<file path="src/sv/plt_pkg.sv">
// Shared types and constants for the properties line tokenizer.
// Holds the result kind codes, the tokenizer state and the per-transaction result bundle.
// No dependencies.
`default_nettype none

package plt_pkg;

  // Result kind codes.
  localparam logic [2:0] KIND_KEY     = 3'd0;
  localparam logic [2:0] KIND_VALUE   = 3'd1;
  localparam logic [2:0] KIND_COMMIT  = 3'd2;
  localparam logic [2:0] KIND_DISCARD = 3'd3;
  localparam logic [2:0] KIND_ERROR   = 3'd4;

  // Most results that one input byte can cause.
  localparam int unsigned MaxResults = 4;

  // Tokenizer state carried from one byte to the next.
  typedef struct packed {
    logic        in_value;
    logic        space_delimited;
    logic        skip_rest;
    logic        escape_pending;
    logic        hex_collecting;
    logic [1:0]  hex_count;
    logic [15:0] hex_accum;
    logic        hex_stopped;
    logic        hex_seen_digit;
    logic        leading_blank;
    logic        key_nonempty;
    logic        value_nonempty;
    logic        error_stuck;
  } state_t;

  localparam state_t STATE_RESET = '{
    in_value:        1'b0,
    space_delimited: 1'b0,
    skip_rest:       1'b0,
    escape_pending:  1'b0,
    hex_collecting:  1'b0,
    hex_count:       2'd0,
    hex_accum:       16'd0,
    hex_stopped:     1'b0,
    hex_seen_digit:  1'b0,
    leading_blank:   1'b1,
    key_nonempty:    1'b0,
    value_nonempty:  1'b0,
    error_stuck:     1'b0
  };

  // All results caused by one input byte, in order.
  typedef struct packed {
    logic [2:0]                  count;
    logic [MaxResults-1:0][2:0]  kind;
    logic [MaxResults-1:0][7:0]  data;
  } bundle_t;

endpackage

`default_nettype wire

</file>
<file path="src/sv/plt_step.sv">
// Combinational next-state and result logic for one text byte.
// Depends on plt_pkg for the state, bundle and kind codes.
`default_nettype none

module plt_step (
  input  var plt_pkg::state_t  state_i,
  input  wire logic [7:0]      text_byte_i,
  input  wire logic            end_of_data_i,
  output plt_pkg::state_t      state_o,
  output plt_pkg::bundle_t     bundle_o
);

  localparam logic [7:0] ChLf    = 8'h0A;
  localparam logic [7:0] ChTab   = 8'h09;
  localparam logic [7:0] ChSpace = 8'h20;
  localparam logic [7:0] ChEq    = 8'h3D;
  localparam logic [7:0] ChColon = 8'h3A;
  localparam logic [7:0] ChHash  = 8'h23;
  localparam logic [7:0] ChBang  = 8'h21;
  localparam logic [7:0] ChBslash = 8'h5C;
  localparam logic [7:0] ChN     = 8'h6E;
  localparam logic [7:0] ChT     = 8'h74;
  localparam logic [7:0] ChR     = 8'h72;
  localparam logic [7:0] ChF     = 8'h66;
  localparam logic [7:0] ChU     = 8'h75;

  typedef struct packed {
    plt_pkg::state_t  s;
    plt_pkg::bundle_t b;
  } work_t;

  // Appends one result unless the bundle is already full.
  function automatic plt_pkg::bundle_t emit(plt_pkg::bundle_t b, logic [2:0] k,
                                            logic [7:0] d);
    plt_pkg::bundle_t r;
    r = b;
    if (b.count < 3'(plt_pkg::MaxResults)) begin
      r.kind[b.count[1:0]] = k;
      r.data[b.count[1:0]] = d;
      r.count = b.count + 3'd1;
    end
    return r;
  endfunction

  // Adds a byte to the key or the value, whichever is open.
  function automatic work_t add_byte(work_t w, logic [7:0] d);
    work_t r;
    r = w;
    if (w.s.in_value) begin
      r.b = emit(w.b, plt_pkg::KIND_VALUE, d);
      r.s.value_nonempty = 1'b1;
    end else begin
      r.b = emit(w.b, plt_pkg::KIND_KEY, d);
      r.s.key_nonempty = 1'b1;
    end
    return r;
  endfunction

  // Hex digit decode: bit 4 flags a valid digit.
  function automatic logic [4:0] hex_digit(logic [7:0] c);
    logic [4:0] r;
    r = 5'd0;
    if (c >= 8'h30 && c <= 8'h39) r = {1'b1, 4'(c - 8'h30)};
    else if (c >= 8'h61 && c <= 8'h66) r = {1'b1, 4'(c - 8'h57)};
    else if (c >= 8'h41 && c <= 8'h46) r = {1'b1, 4'(c - 8'h37)};
    return r;
  endfunction

  function automatic plt_pkg::state_t clear_entry(plt_pkg::state_t s);
    plt_pkg::state_t r;
    r = s;
    r.in_value        = 1'b0;
    r.space_delimited = 1'b0;
    r.skip_rest       = 1'b0;
    r.key_nonempty    = 1'b0;
    r.value_nonempty  = 1'b0;
    return r;
  endfunction

  // Closes the current line: a verdict, unless an escape continues the entry.
  function automatic work_t line_end(work_t w, logic final_line);
    work_t r;
    logic  cont;
    r = w;
    cont = 1'b0;
    if (w.s.skip_rest) begin
      r.b = emit(w.b, plt_pkg::KIND_DISCARD, 8'd0);
    end else if (w.s.escape_pending) begin
      if (final_line) r.b = emit(w.b, plt_pkg::KIND_DISCARD, 8'd0);
      else cont = 1'b1;
    end else if (w.s.key_nonempty) begin
      r.b = emit(w.b, plt_pkg::KIND_COMMIT, 8'd0);
    end else begin
      r.b = emit(w.b, plt_pkg::KIND_DISCARD, 8'd0);
    end
    if (!cont) r.s = clear_entry(r.s);
    r.s.escape_pending = 1'b0;
    r.s.leading_blank  = 1'b1;
    if (final_line) r.s = plt_pkg::STATE_RESET;
    return r;
  endfunction

  // One character of a unicode escape; the fourth one expands to UTF-8, or flags an error if no hex digit was seen.
  function automatic work_t hex_char(work_t w, logic [7:0] c);
    work_t      r;
    logic [4:0] d;
    logic [15:0] cp;
    r = w;
    d = hex_digit(c);
    if (!w.s.hex_stopped) begin
      if (d[4]) begin
        r.s.hex_accum = {w.s.hex_accum[11:0], d[3:0]};
        r.s.hex_seen_digit = 1'b1;
      end else begin
        r.s.hex_stopped = 1'b1;
      end
    end
    if (w.s.hex_count != 2'd3) begin
      r.s.hex_count = w.s.hex_count + 2'd1;
    end else begin
      r.s.hex_collecting = 1'b0;
      r.s.hex_count = 2'd0;
      cp = r.s.hex_accum;
      if (!r.s.hex_seen_digit) begin
        r.b = emit(r.b, plt_pkg::KIND_ERROR, 8'd0);
        r.s.error_stuck = 1'b1;
      end else if (cp < 16'h0080) begin
        r = add_byte(r, cp[7:0]);
      end else if (cp < 16'h0800) begin
        r = add_byte(r, {3'b110, cp[10:6]});
        r = add_byte(r, {2'b10, cp[5:0]});
      end else begin
        r = add_byte(r, {4'b1110, cp[15:12]});
        r = add_byte(r, {2'b10, cp[11:6]});
        r = add_byte(r, {2'b10, cp[5:0]});
      end
      r.s.hex_accum = 16'd0;
      r.s.hex_stopped = 1'b0;
      r.s.hex_seen_digit = 1'b0;
    end
    return r;
  endfunction

  // The byte after a backslash.
  function automatic work_t escaped_char(work_t w, logic [7:0] c);
    work_t r;
    r = w;
    r.s.escape_pending = 1'b0;
    if (c == ChN) r = add_byte(r, 8'd10);
    else if (c == ChT) r = add_byte(r, 8'd9);
    else if (c == ChR) r = add_byte(r, 8'd13);
    else if (c == ChF) r = add_byte(r, 8'd12);
    else if (c == ChU) begin
      r.s.hex_collecting = 1'b1;
      r.s.hex_count = 2'd0;
      r.s.hex_accum = 16'd0;
      r.s.hex_stopped = 1'b0;
      r.s.hex_seen_digit = 1'b0;
    end else r = add_byte(r, c);
    return r;
  endfunction

  // Any byte other than a line end.
  function automatic work_t plain_char(work_t w, logic [7:0] c);
    work_t r;
    r = w;
    if (w.s.skip_rest) begin
      r = w;
    end else if (w.s.escape_pending) begin
      r = escaped_char(w, c);
    end else if (w.s.hex_collecting) begin
      r = hex_char(w, c);
    end else if (c == ChEq || c == ChColon) begin
      if (w.s.in_value) begin
        if (w.s.value_nonempty || !w.s.space_delimited) r = add_byte(r, c);
        else r.s.space_delimited = 1'b0;
      end else begin
        r.s.in_value = 1'b1;
      end
      r.s.leading_blank = 1'b0;
    end else if (c == ChSpace || c == ChTab) begin
      if (w.s.in_value) begin
        if (w.s.value_nonempty && !w.s.leading_blank) r = add_byte(r, c);
      end else if (!w.s.leading_blank) begin
        r.s.in_value = 1'b1;
        r.s.space_delimited = 1'b1;
      end
    end else if (c == ChHash || c == ChBang) begin
      if (!w.s.key_nonempty) begin
        r.s.skip_rest = 1'b1;
      end else begin
        r = add_byte(r, c);
        r.s.leading_blank = 1'b0;
      end
    end else if (c == ChBslash) begin
      r.s.escape_pending = 1'b1;
      r.s.leading_blank = 1'b0;
    end else begin
      r = add_byte(r, c);
      r.s.leading_blank = 1'b0;
    end
    return r;
  endfunction

  // Top-level decision for one byte.
  always_comb begin
    work_t w;
    w.s = state_i;
    w.b = '0;
    if (state_i.error_stuck) begin
      if (end_of_data_i) w.s = plt_pkg::STATE_RESET;
    end else if (text_byte_i == ChLf) begin
      w = line_end(w, end_of_data_i);
    end else begin
      w = plain_char(w, text_byte_i);
      if (w.s.error_stuck) begin
        if (end_of_data_i) w.s = plt_pkg::STATE_RESET;
      end else if (end_of_data_i) begin
        w = line_end(w, 1'b1);
      end
    end
    state_o  = w.s;
    bundle_o = w.b;
  end

endmodule

`default_nettype wire

</file>
<file path="src/sv/properties_line_tokenizer.sv">
// Top level of the properties line tokenizer: state register, result queue and drain.
// Depends on plt_pkg and plt_step.
//
//   Channel | Direction | Handshake               | Payload
//   --------+-----------+-------------------------+----------------------------------
//   in      | input     | in_valid_i / in_stall_o  | text_byte_i, end_of_data_i
//   out     | output    | out_valid_o / out_stall_i| kind_o, data_byte_o, last_o
//
// A byte is decoded in the cycle it is accepted and its results (up to four) enter a
// two-entry result queue; the state register updates at the same edge.
// One byte per cycle is taken while each byte yields at most one result and the output
// is not stalled; a byte that expands to several results is put out one result at a time.
// The input stalls only when both queue entries are occupied.
// Reset clears the tokenizer state and empties the queue.
`default_nettype none

module properties_line_tokenizer (
  input  wire logic       clk_i,
  input  wire logic       rst_ni,
  input  wire logic       in_valid_i,
  output logic            in_stall_o,
  input  wire logic [7:0] text_byte_i,
  input  wire logic       end_of_data_i,
  output logic            out_valid_o,
  input  wire logic       out_stall_i,
  output logic [2:0]      kind_o,
  output logic [7:0]      data_byte_o,
  output logic            last_o
);

  plt_pkg::state_t  state_q, state_d;
  plt_pkg::bundle_t step_bundle;
  plt_pkg::bundle_t queue_q [2];
  plt_pkg::bundle_t head;
  logic       wr_ptr_q, rd_ptr_q;
  logic [1:0] cnt_q, cnt_d;
  logic [1:0] idx_q;
  logic       in_acc, out_acc, push, pop;

  // Per-byte decode.
  plt_step u_step (
    .state_i       (state_q),
    .text_byte_i   (text_byte_i),
    .end_of_data_i (end_of_data_i),
    .state_o       (state_d),
    .bundle_o      (step_bundle)
  );

  // Handshakes.
  assign in_stall_o  = (cnt_q == 2'd2);
  assign in_acc      = in_valid_i & ~in_stall_o;
  assign out_valid_o = (cnt_q != 2'd0);
  assign out_acc     = out_valid_o & ~out_stall_i;
  assign push        = in_acc & (step_bundle.count != 3'd0);

  // Current result from the head of the queue.
  assign head        = queue_q[rd_ptr_q];
  assign kind_o      = head.kind[idx_q];
  assign data_byte_o = head.data[idx_q];
  assign last_o      = ({1'b0, idx_q} == (head.count - 3'd1));
  assign pop         = out_acc & last_o;

  always_comb begin
    cnt_d = cnt_q;
    if (push && !pop) cnt_d = cnt_q + 2'd1;
    else if (!push && pop) cnt_d = cnt_q - 2'd1;
  end

  // Tokenizer state and queue control.
  always_ff @(posedge clk_i or negedge rst_ni) begin
    if (!rst_ni) begin
      state_q  <= plt_pkg::STATE_RESET;
      wr_ptr_q <= 1'b0;
      rd_ptr_q <= 1'b0;
      cnt_q    <= 2'd0;
      idx_q    <= 2'd0;
    end else begin
      if (in_acc) state_q <= state_d;
      if (push) wr_ptr_q <= ~wr_ptr_q;
      if (pop) begin
        rd_ptr_q <= ~rd_ptr_q;
        idx_q    <= 2'd0;
      end else if (out_acc) begin
        idx_q <= idx_q + 2'd1;
      end
      cnt_q <= cnt_d;
    end
  end

  // Queue payload.
  always_ff @(posedge clk_i) begin
    if (push) queue_q[wr_ptr_q] <= step_bundle;
  end

endmodule

`default_nettype wire
</file>
<file path="config.mk">
export PLATFORM = sky130hd
export DESIGN_NAME = properties_line_tokenizer
export DESIGN_NICKNAME = d
export VERILOG_FILES = /design/src/sv/plt_pkg.sv /design/src/sv/plt_step.sv /design/src/sv/properties_line_tokenizer.sv
export SDC_FILE = /design/constraint.sdc
export NUM_CORES = 1
export LEC_CHECK = 0
export BUFFER_PORTS_ARGS = -buffer_cell sky130_fd_sc_hd__buf_2
export CAP_MARGIN = 25
export CORE_UTILIZATION = 40
export CTS_CLUSTER_SIZE = 16
export DETAILED_ROUTE_END_ITERATION = 12
export PLACE_DENSITY = 0.62
export SLEW_MARGIN = 5
export SYNTH_ARGS = -nofsm -noshare
export SYNTH_HDL_FRONTEND = slang
export SYNTH_SLANG_ARGS = --single-unit
</file>
<file path="constraint.sdc">
create_clock -name clk_i -period 6.5 [get_ports clk_i]
set_input_delay 1.3 -clock clk_i [delete_from_list [all_inputs] [get_ports clk_i]]
set_output_delay 1.3 -clock clk_i [all_outputs]
set_load 0.02 [all_outputs]
</file>
# --- After elaboration in Yosys (flattened, before gate mapping) ---
# Memory sizes are Yosys's and may differ from the RTL's.
# Cells that the tools add are included.
op_classes:
  n_addsub: 12
  magnitude_cmp: 21
  eq_ne: 19
  mux: 148
  bitwise: 31
  reduce_logical: 25
ops:
  columns: ["op", "n"]
  rows:
  - ["47-bit two-way mux", 47]
  - ["76-bit two-way mux", 9]
  - ["33-bit two-way mux", 9]
  - ["72-bit two-way mux", 4]
  - ["29-bit two-way mux", 6]
  - ["49-bit two-way mux", 3]
  - ["18-bit two-way mux", 6]
  - ["50-bit two-way mux", 2]
  - ["32-bit bitwise mux", 3]
  - ["75-bit two-way mux", 1]
  - ["74-bit two-way mux", 1]
  - ["69-bit two-way mux", 1]
  - ["8-bit demux with 2-bit select", 4]
  - ["51-bit two-way mux", 1]
  - ["8-bit by 7-bit == test with 1-bit output, second input constant", 6]
  - ["48-bit two-way mux", 1]
  - ["45-bit two-way mux", 1]
  - ["8-bit by 6-bit == test with 1-bit output, second input constant", 5]
  - ["5-bit two-way mux", 8]
  - ["8-bit two-way mux", 5]
  - ["12-bit bitwise AND", 3]
  - ["12-bit inverter", 3]
  - ["32-bit bitwise AND", 1]
  - ["8-bit bitwise AND", 4]
  - ["other kinds (43)", 122]
word_totals:
  ff_bits: 35
  ram_bits: 94
  inputBits: 13
  memories: 1
memory_table:
  columns: ["memory", "words", "word_bits", "read_ports", "rd_clocked_by_memory_dff", "wr", "line", "rtl"]
  rows:
  - ["queue_q", 2, 47, 1, 0, 1, "properties_line_tokenizer.sv:33", "plt_pkg::bundle_t queue_q [2];"]

# --- Longest topological paths before layout ---
# Gate-level depths: netlist of the first run.
depth:
  depth_word: 81
  ltp_mapped: 17
  mapped_depth_nobuf: 16

# --- Modules after synthesis ---
# Synthesis of the first run repeated with hierarchy kept, for this count alone.
unflattened:
  hier_cells: 610
  area_unflattened_um2: 7457.2
modules_own_cells:
  columns: ["mod", "instances", "cells_each", "area_per_inst_um2", "seq_area_each_um2"]
  rows:
  - ["properties_line_tokenizer", 1, 238, 4979.8, 3699.8]
  - ["plt_step", 1, 372, 2477.4, 0.0]

# --- Worst setup path before layout of the first run ---
# Ideal clock, no wire load.
synth_path:
  path_type: "input-to-reg"
  from: "in text_byte_i[0]"
  to: "mem queue_q[1][0] (netlist name) (enable)"
  setup_time_ns: 0.473
  t_arrival_ns: 6.040
  required_ns: 6.027
  setup_slack_ns: -0.013
  path_stages: 13
  path_cell_list: "inv_1 ha_1 buf_2 o21bai_1 a211oi_2 nor3b_1 a211oi_2 o31a_2 ha_1 o211ai_1 o22ai_1 a31oi_4 a211oi_1"
synth_between:
  elab_chain_len: 40
synth_rtl:
  columns: ["element", "line", "rtl"]
  rows:
  - ["start: declaration", "properties_line_tokenizer.sv:22", "input wire logic [7:0] text_byte_i,"]
  - ["8-bit by 7-bit greater-or-equal comparator with 1-bit output or 8-bit by 7-bit less-or-equal comparator with 1-bit output (tied branches)", "plt_step.sv:65", "else if (c >= 8'h41 && c <= 8'h46) r = {1'b1, 4'(c - 8'h37)};"]
  - ["1-bit logical AND", "plt_step.sv:65", null]
  - ["5-bit two-way mux", "plt_step.sv:65", null]
  - ["5-bit two-way mux", "plt_step.sv:64", "else if (c >= 8'h61 && c <= 8'h66) r = {1'b1, 4'(c - 8'h57)};"]
  - ["5-bit two-way mux", "plt_step.sv:63", "if (c >= 8'h30 && c <= 8'h39) r = {1'b1, 4'(c - 8'h30)};"]
  - ["5-bit two-way mux", "plt_step.sv:171", "end else if (w.s.hex_collecting) begin"]
  - ["5-bit two-way mux", "plt_step.sv:169", "end else if (w.s.escape_pending) begin"]
  - ["5-bit two-way mux", "plt_step.sv:167", "if (w.s.skip_rest) begin"]
  - ["[... 24 more ...]", null, null]
  - ["76-bit two-way mux", "plt_step.sv:218", "end else if (end_of_data_i) begin"]
  - ["47-bit two-way mux", "plt_step.sv:216", "if (w.s.error_stuck) begin"]
  - ["76-bit two-way mux *", "plt_step.sv:212", "end else if (text_byte_i == ChLf) begin"]
  - ["47-bit two-way mux *", "plt_step.sv:210", "if (state_i.error_stuck) begin"]
  - ["3-bit nonzero test *", "properties_line_tokenizer.sv:54", "assign push = in_acc & (step_bundle.count != 3'd0);"]
  - ["1-bit bitwise AND *", "properties_line_tokenizer.sv:54", null]
  - ["1-bit two-way mux *", "properties_line_tokenizer.sv:92", "if (push) queue_q[wr_ptr_q] <= step_bundle;"]
  - ["1-bit two-way mux (implied by the code) *", "properties_line_tokenizer.sv:92", null]
  - ["end: declaration", "properties_line_tokenizer.sv:33", null]
# Every way passes the cells marked *; elsewhere a longest branch is shown, timed or not. The select of a mux whose other input is x is not followed.

# --- Worst setup path after layout of the first run ---
layout_path:
  from: "in text_byte_i[0]"
  to: "reg cnt_q[1]"
layout_between:
  elab_chain_len: 41
layout_rtl:
  columns: ["element", "line", "rtl"]
  rows:
  - ["8-bit by 7-bit greater-or-equal comparator with 1-bit output or 8-bit by 7-bit less-or-equal comparator with 1-bit output (tied branches)", "plt_step.sv:65", null]
  - ["1-bit logical AND", "plt_step.sv:65", null]
  - ["5-bit two-way mux", "plt_step.sv:65", null]
  - ["5-bit two-way mux", "plt_step.sv:64", null]
  - ["5-bit two-way mux", "plt_step.sv:63", null]
  - ["5-bit two-way mux", "plt_step.sv:171", null]
  - ["5-bit two-way mux", "plt_step.sv:169", null]
  - ["5-bit two-way mux", "plt_step.sv:167", null]
  - ["[... 25 more ...]", null, null]
  - ["47-bit two-way mux", "plt_step.sv:216", null]
  - ["76-bit two-way mux *", "plt_step.sv:212", null]
  - ["47-bit two-way mux *", "plt_step.sv:210", null]
  - ["3-bit nonzero test *", "properties_line_tokenizer.sv:54", null]
  - ["1-bit bitwise AND *", "properties_line_tokenizer.sv:54", null]
  - ["1-bit zero test", "properties_line_tokenizer.sv:66", "else if (!push && pop) cnt_d = cnt_q - 2'd1;"]
  - ["1-bit logical AND", "properties_line_tokenizer.sv:66", null]
  - ["2-bit nonzero test (no source line)", null, null]
  - ["end signal: assignment", "properties_line_tokenizer.sv:86", "cnt_q <= cnt_d;"]
  - ["end: declaration", "properties_line_tokenizer.sv:36", "logic [1:0] cnt_q, cnt_d;"]
# Marked as above.
# A chain may end at the register's enable or synchronous reset.

==> results by group, run 1 <==
CTS
  – Post-CTS Hold Buffers: 0
  – CTS buffer count: 9
  – CTS sink count: 101
  – Max Root-Sink Buffers: 2
  – CTS clk-pin slew, worst paths: around 0.070 ns
  – CTS tree: yes
  – Root buf cell: clkbuf_16
  – Post-CTS setup buffers: 0
  – Post-CTS resize count: 0
  – Htree depth: 3
  – Clk_lat worst skew: 0.35 ns

Min path
  – Class of the worst hold path: reg -> reg
  – Hold path startpoint: state_q[23]

STA
  – Max frequency: roughly 0.19 GHz
  – Tcrit/Tclk final: ~80%
  – Max Slew Vio Count: 0
  – Relative slew slack: 41.9%
  – Hold Fails Final Rpt: 0
  – Worst Skew: just over 0.008 ns
  – Transition time of the tightest slew-check pin: a little under 0.9 ns
  – Fin crit period: between 5 and 6 ns
  – Setup TNS: 0 ns
  – RSZ-0062 raised after global routing: false
  – # setup viols final: 0

Synth
  – Synth cell types: 87
  – Synth Cell Area: a little over 0.006 sq mm
  – Syn_nets: between 600 and 700
  – Yosys Warn Count: 0
  – Fraction of registers with async set or reset after synthesis: ~35%
  – Post-synth EDFFs: 66
  – Avg Cell Area, Syn: about 11 sq um
  – Commonest register cell after synthesis: edfxtp_1
  – Synthesized flop and latch total: roughly 100
  – Register area share after synthesis: between 40% and 50%
  – Syn Inst Count: between 500 and 600

Placement
  – DP Wirelength: 11300 um
  – IO buf count: 26
  – Placer Congestion: 0.932

Worst setup path
  – Worst-path cell chain: buf_2, inv_1, ha_1, o21bai_1, a211oi_2, nor3b_1, a211oi_2, o31a_2, ha_1, o211ai_1, o22ai_1, a31oi_4, a21oi_1, ha_1, xor2_1, nor2_1, xor2_1
  – Crit path buffers/inverters: 2
  – Top Family by Delay on Critical Path: compound AO/OA/AOI/OAI gates
  – CP Launch Type: primary input
  – WP data required: roughly 6.8 ns
  – WS Path Type: in -> reg
  – Crit-path most repeated cell: ha_1
  – Setup crit start: text_byte_i[0]
  – Reg-to-reg startpoint: state_q[21]
  – CP arrival: roughly 5.5 ns
  – Crit path max fanout: 14
  – Crit-path slowest cell: a211oi_2
  – Worst setup EP type: flop
  – CP max stage delay: roughly 0.73 ns

Finish
  – Layout area overhead: 9.50%
  – Fillcell total: between 1000 and 1500
  – Most common cell after layout, fill and taps aside: edfxtp_1
  – Layout cell share with drive strength beyond 1: 15.1%
  – Most frequent cells in the layout: edfxtp_1, nor2_1, nand2_1, dfrtp_1, a21oi_1
  – Final #Nets: about 620
  – # diodes: 0
  – Final core area utilization: 45.6%

Die
  – Die area: 0.0159 sq mm
  – Die height: between 100 and 150 um
  – Core Box Area: about 0.015 sq mm
  – Row cnt: between 40 and 50
  – Die W: around 130 um
  – Top-level I/O count: 27
  – Starting Density: between 40% and 50%

Power and ir drop
  – IR drop worst, VDD: 0.131 mV
  – Post-layout power: 2490 uW
  – Power Density: roughly 370 mW/mm^2
  – Leakage: around 0.0026 uW

Detailed routing
  – DR DRC count: 0
  – Via count: 4928
  – Via density: 6.31
  – Drt wl/cell: between 20 and 25 um
  – DRT iter0 DRCs: roughly 660
  – Drt first pass iters: 5
  – Final ANT Viol Nets: 0
  – Total Wirelength: between 15000 and 20000 um

Run status
  – Status: finished clean

GRT
  – First-pass GRT wire length: 25400 um
  – Initial antenna violation count: 0
  – GRT overflow: 0
  – Total GRT Usage: between 20% and 30%
  – Vias in the first global route: between 4000 and 5000
  – Largest net degree at the start of global routing: 36

Run
  – Max-cap violation count: 0
cells in the mapped netlist (all sizes together) (8+ instances only):
master,number,share of area (%)
a21oi,31,2.5
a22o,9,1.3
a21o,8,1.0
nand3,8,0.65
a31oi,9,1.2
o31ai,8,1.3
and3,8,0.81
nand2b,9,0.92
clkbuf,14,0.85
mux2i,29,4.7
a211oi,10,1.6
inv,25,1.5
nand2,47,2.9
nor3,24,2.0
o21ai,36,2.9
nor2,53,3.4
edfxtp,66,32
buf,17,1.8
dfrtp,34,14
ha,11,2.2
mux2,9,1.6
per-layer routing:
layer	part of all wire (%)	wire length (um)	GRT usage, %
met3	6.2	989	3.70
met2	45	7160	31.0
met5	0	0	0
met4	2.5	402	8.08
met1	46	7290	29.3
area by class of cell:
cell class	count	area, sq um	area share (%)
multi-input cells	425	3060	45.4
repair buffers	30	160	2.38
flip-flops and latches	101	2860	42.5
clock inverters	6	92.6	1.38
clock buffers	10	239	3.55
well taps	184	230	3.42
inverters	25	93.8	1.39
logic make-up (layout without fill, tap and decap cells):
group	after synthesis	after routing	synth area share (%)
adder cells (fa/ha/maj)	11	11	2.24
buffers and inverters	56	71	4.15
AND/OR/NAND/NOR	198	198	17.4
flip-flops	101	101	46.5
multiplexers	45	45	8.93
AO/OA/AOI/OAI	163	163	19.7
XOR/XNOR	8	8	1.14
final timing paths:
check | depth (start not counted) | slack [ns] | endpoint
setup reg to reg | 10 | 2.58 | queue_q[1][12]
setup / recovery | 17 | 1.26 | cnt_q[1]
hold / removal | 2 | 0.49 | state_q[23]
max in group asynchronous | 1 | 4.88 | rd_ptr_q
hold reg to reg | 2 | 0.49 | state_q[23]
min in group asynchronous | 1 | 1.07 | state_q[16]
power by group:
group	internal [uW]	switching, uW	total [uW]
Clock	352	247	598
Combinational	353	566	919
Sequential	851	120	971
metrics by stage:
step	worst slack [ns]	cells	hold slack, ns	cell area, sq um
finish	1.26	781	0.486	6730
global route	0.957	781	0.495	6730
CTS	1.32	781	0.490	6730
detailed placement	0.963	765	0.474	6400
global placement	1.19	765	0.466	6400
floorplan	0.835	582	0.447	6150
worst reg2reg max path, stage by stage, from the launching register on:
cell	delay (ns)
dfrtp_1	0.40
nor4_1	0.59
nor3b_1	0.47
a211oi_2	0.22
o31a_2	0.44
ha_1	0.33
o211ai_1	0.10
o22ai_1	0.26
a31oi_4	0.11
a211oi_4	0.23
buf_4	0.42
flip-flops by register name, indices dropped and copies added (netlist names):
register / flops
cnt_q: 2
queue_q: 66
idx_q: 2
state_q: 29
wr_ptr_q: 1
rd_ptr_q: 1
Note: power is estimated with default switching activity, not from simulation.
==> run 2, diff against run 1 <==
clock period = 5.2 ns   (was 6.5 ns; I/O delays follow)
==> run 2 against run 1 <==
Compared with the run above: non-clock buffer count is 3 higher; critical endpoint unchanged; die area unchanged; clock power up 3.7%; count of clock-buffer cells in the layout is 1 lower; highest routed layer unchanged; register-to-register slack worse by 1.2 ns; combinational power grew 25%; sequential share of layout area is 0.055 points higher; worst setup slack got worse by 0.52 ns; routed wire length shrank 5.0%.
==> results by group, run 2 (synthesis results as in run 1) <==
GRT
  – First-pass GRT wire length: 24700 um (-2.7%)
  – Vias in the first global route: 4607 (-1.5%)
  – Total GRT Usage: 19.9% (-0.67 points)
  – Largest net degree at the start of global routing: 36 (unchanged)
  – GRT overflow: 0 (unchanged)
  – Initial antenna violation count: 0 (unchanged)

Finish
  – Layout area overhead: 9.36%
  – Largest Register: queue_q
  – # diodes: 0 (unchanged)
  – Most frequent cells in the layout: edfxtp_1, nor2_1, nand2_1, dfrtp_1, a21oi_1
  – Largest registers: queue_q x66, state_q x29
  – Final #Nets: 619 (+0.49%)
  – Most common cell after layout, fill and taps aside: edfxtp_1
  – Largest register FFs: 66 (unchanged)
  – Layout cell share with drive strength beyond 1: 15.3% (+0.26 points)
  – Final std cells w/o fill: 784 (+0.38%)

Placement
  – Placed cells: 768 (+0.39%)
  – IO buf count: 26 (unchanged)
  – DP Wirelength: 11000 um (-2.7%)
  – Placer Congestion: 0.879 (-5.7%)

Detailed routing
  – DRT iter0 DRCs: 580 (-12%)
  – Uppermost layer routed: met4
  – Drt first pass iters: 5 (unchanged)
  – Total Wirelength: 15100 um (-5.0%)
  – Routed met1 length: 7070 um (-3.0%)
  – DR DRC count: 0 (unchanged)
  – Via density: 6.00 (-5.0%)
  – Via count: 4701 (-4.6%)
  – Final ANT Viol Nets: 0 (unchanged)
  – Met3 wire length: 803 um (-19%)
  – Drt wl/cell: 19.2 um (-5.3%)
  – Routed met2 length: 6970 um (-2.6%)

Min path
  – Hold path startpoint: cnt_q[1]
  – Hold Path Depth: 1 (-1)
  – Class of the worst hold path: reg -> reg
  – Hold EP: cnt_q[1]

Run
  – Max-cap violation count: 0 (unchanged)

CTS
  – Htree depth: 3 (unchanged)
  – CTS clk-pin slew, worst paths: 0.06 ns (about the same)
  – Post-CTS setup buffers: 0 (unchanged)
  – CTS tree: yes
  – Root buf cell: clkbuf_16
  – Post-CTS Hold Buffers: 0 (unchanged)
  – Post-CTS resize count: 0 (unchanged)
  – CTS sink count: 101 (unchanged)
  – Clk_lat worst skew: 0.35 ns (about the same)
  – CTS buffer count: 9 (unchanged)
  – Max Root-Sink Buffers: 2 (unchanged)

STA
  – # setup viols final: 0 (unchanged)
  – Setup TNS: 0 ns (unchanged)
  – Fin crit period: between 4 and 5 ns
  – Max Slew Vio Count: 0 (unchanged)
  – Relative slew slack: 36.6% (-5.3 points)
  – Hold Fails Final Rpt: 0 (unchanged)
  – Transition time of the tightest slew-check pin: 0.936 ns (+0.0649 ns)
  – Worst Skew: 0.00972 ns (+0.00151 ns)
  – RSZ-0062 raised after global routing: false
  – Tcrit/Tclk final: a little under nine tenths
  – Max frequency: approximately 0.22 GHz

Worst setup path
  – CP arrival: 4.72 ns (-0.79 ns)
  – WS Path Type: in -> reg
  – Reg2Reg Depth: 12 (+2)
  – R2R Setup Slk: 1.37 ns (-1.21 ns)
  – Crit path max fanout: 9 (-5)
  – WP data required: 5.47 ns (-1.30 ns)
  – Worst setup EP type: flop
  – R2r endpoint: cnt_q[1]
  – CP Launch Type: primary input
  – Reg-to-reg startpoint: state_q[21]

Die
  – Row cnt: 44 (unchanged)
  – Starting Density: 41.7% (unchanged)
  – Top-level I/O count: 27 (unchanged)
  – Core Box Area: 0.0148 sq mm (unchanged)
  – Die height: 126 um (unchanged)
  – Die W: 126 um (unchanged)
  – Die area: 0.0159 sq mm (unchanged)

Power and ir drop
  – IR drop worst, VDD: 0.185 mV (+41%)
  – Power Density: 444 mW/mm^2 (+20%)
  – Leakage: 0.00254 uW (-0.50%)

Run status
  – Status: finished clean
==> run 2: cell count changes in the layout (fill, tap and decap cells not counted) <==
cell	before	now
buf_12	0	2
buf_4	4	5
bufinv_16	2	0
clkbuf_8	1	0
clkinv_1	0	1
clkinv_2	1	0
clkinv_4	0	1
clkinvlp_2	0	1
clkinvlp_4	1	2
inv_6	1	2
inv_8	1	0
==> run 2: layer usage <==
metal / global-route usage (%) / up-vias
li1: - / 2253
met1: 28.6 / 2284
met2: 30.8 / 147
met3: 3.57 / 17
met4: 5.39 / 0
met5: 0 / -
==> run 2: metrics by stage <==
step | total power, uW | util, % | setup slack, ns | cell area (sq um) | hold WS, ns
floorplan | 2040 | - | 0.00704 | 6160 | 0.447
finish | 2980 | 45.6 | 0.745 | 6720 | 0.498
detailed placement | 2390 | 43.7 | 0.400 | 6450 | 0.472
CTS | 3010 | 45.6 | 0.751 | 6720 | 0.489
global route | 3160 | 45.6 | 0.404 | 6720 | 0.514
global placement | 2370 | 43.7 | 0.556 | 6450 | 0.466
==> run 2: cell type report <==
cell class                 instances  area, sq um
multi-input combinational        425         3060
clock inverter                     7         50.0
tap                              184          230
inverter                          25         93.8
sequential                       101         2860
clock buffer                       9          225
fill                            1442         8030
timing repair buffer              33          208
==> run 2: critical path, cell delays in order <==
cell and delay (ns):
buf_2 0.16, inv_1 0.09, ha_1 0.29, o21bai_1 0.24, a211oi_2 0.16, nor3b_1 0.41
a211oi_2 0.21, o31a_2 0.43, ha_1 0.33, o211ai_1 0.17, o22ai_1 0.13, a31oi_4 0.30
a21oi_1 0.12, ha_1 0.33, nor2_1 0.15, xor2_1 0.15
==> run 2: how the worst max path moves through the flow <==
| stage | from | to | slack, ns | depth (start not counted) |
|---|---|---|---|---|
| 6_report | text_byte_i[1] | cnt_q[1] | 0.75 | 16 |
| 5_1_grt | text_byte_i[1] | cnt_q[1] | 0.40 | 17 |
| 4_1_cts | text_byte_i[1] | cnt_q[1] | 0.75 | 16 |
| 3_5_place_dp | text_byte_i[1] | cnt_q[1] | 0.40 | 17 |
| 3_3_place_gp | text_byte_i[1] | cnt_q[1] | 0.56 | 16 |
| 2_1_floorplan | text_byte_i[0] | queue_q[1][0] | 0.007 | 13 |
==> run 2: power breakdown <==
part	internal (uW)	switching (uW)
registers	1060	152
logic	455	692
clock network	326	295
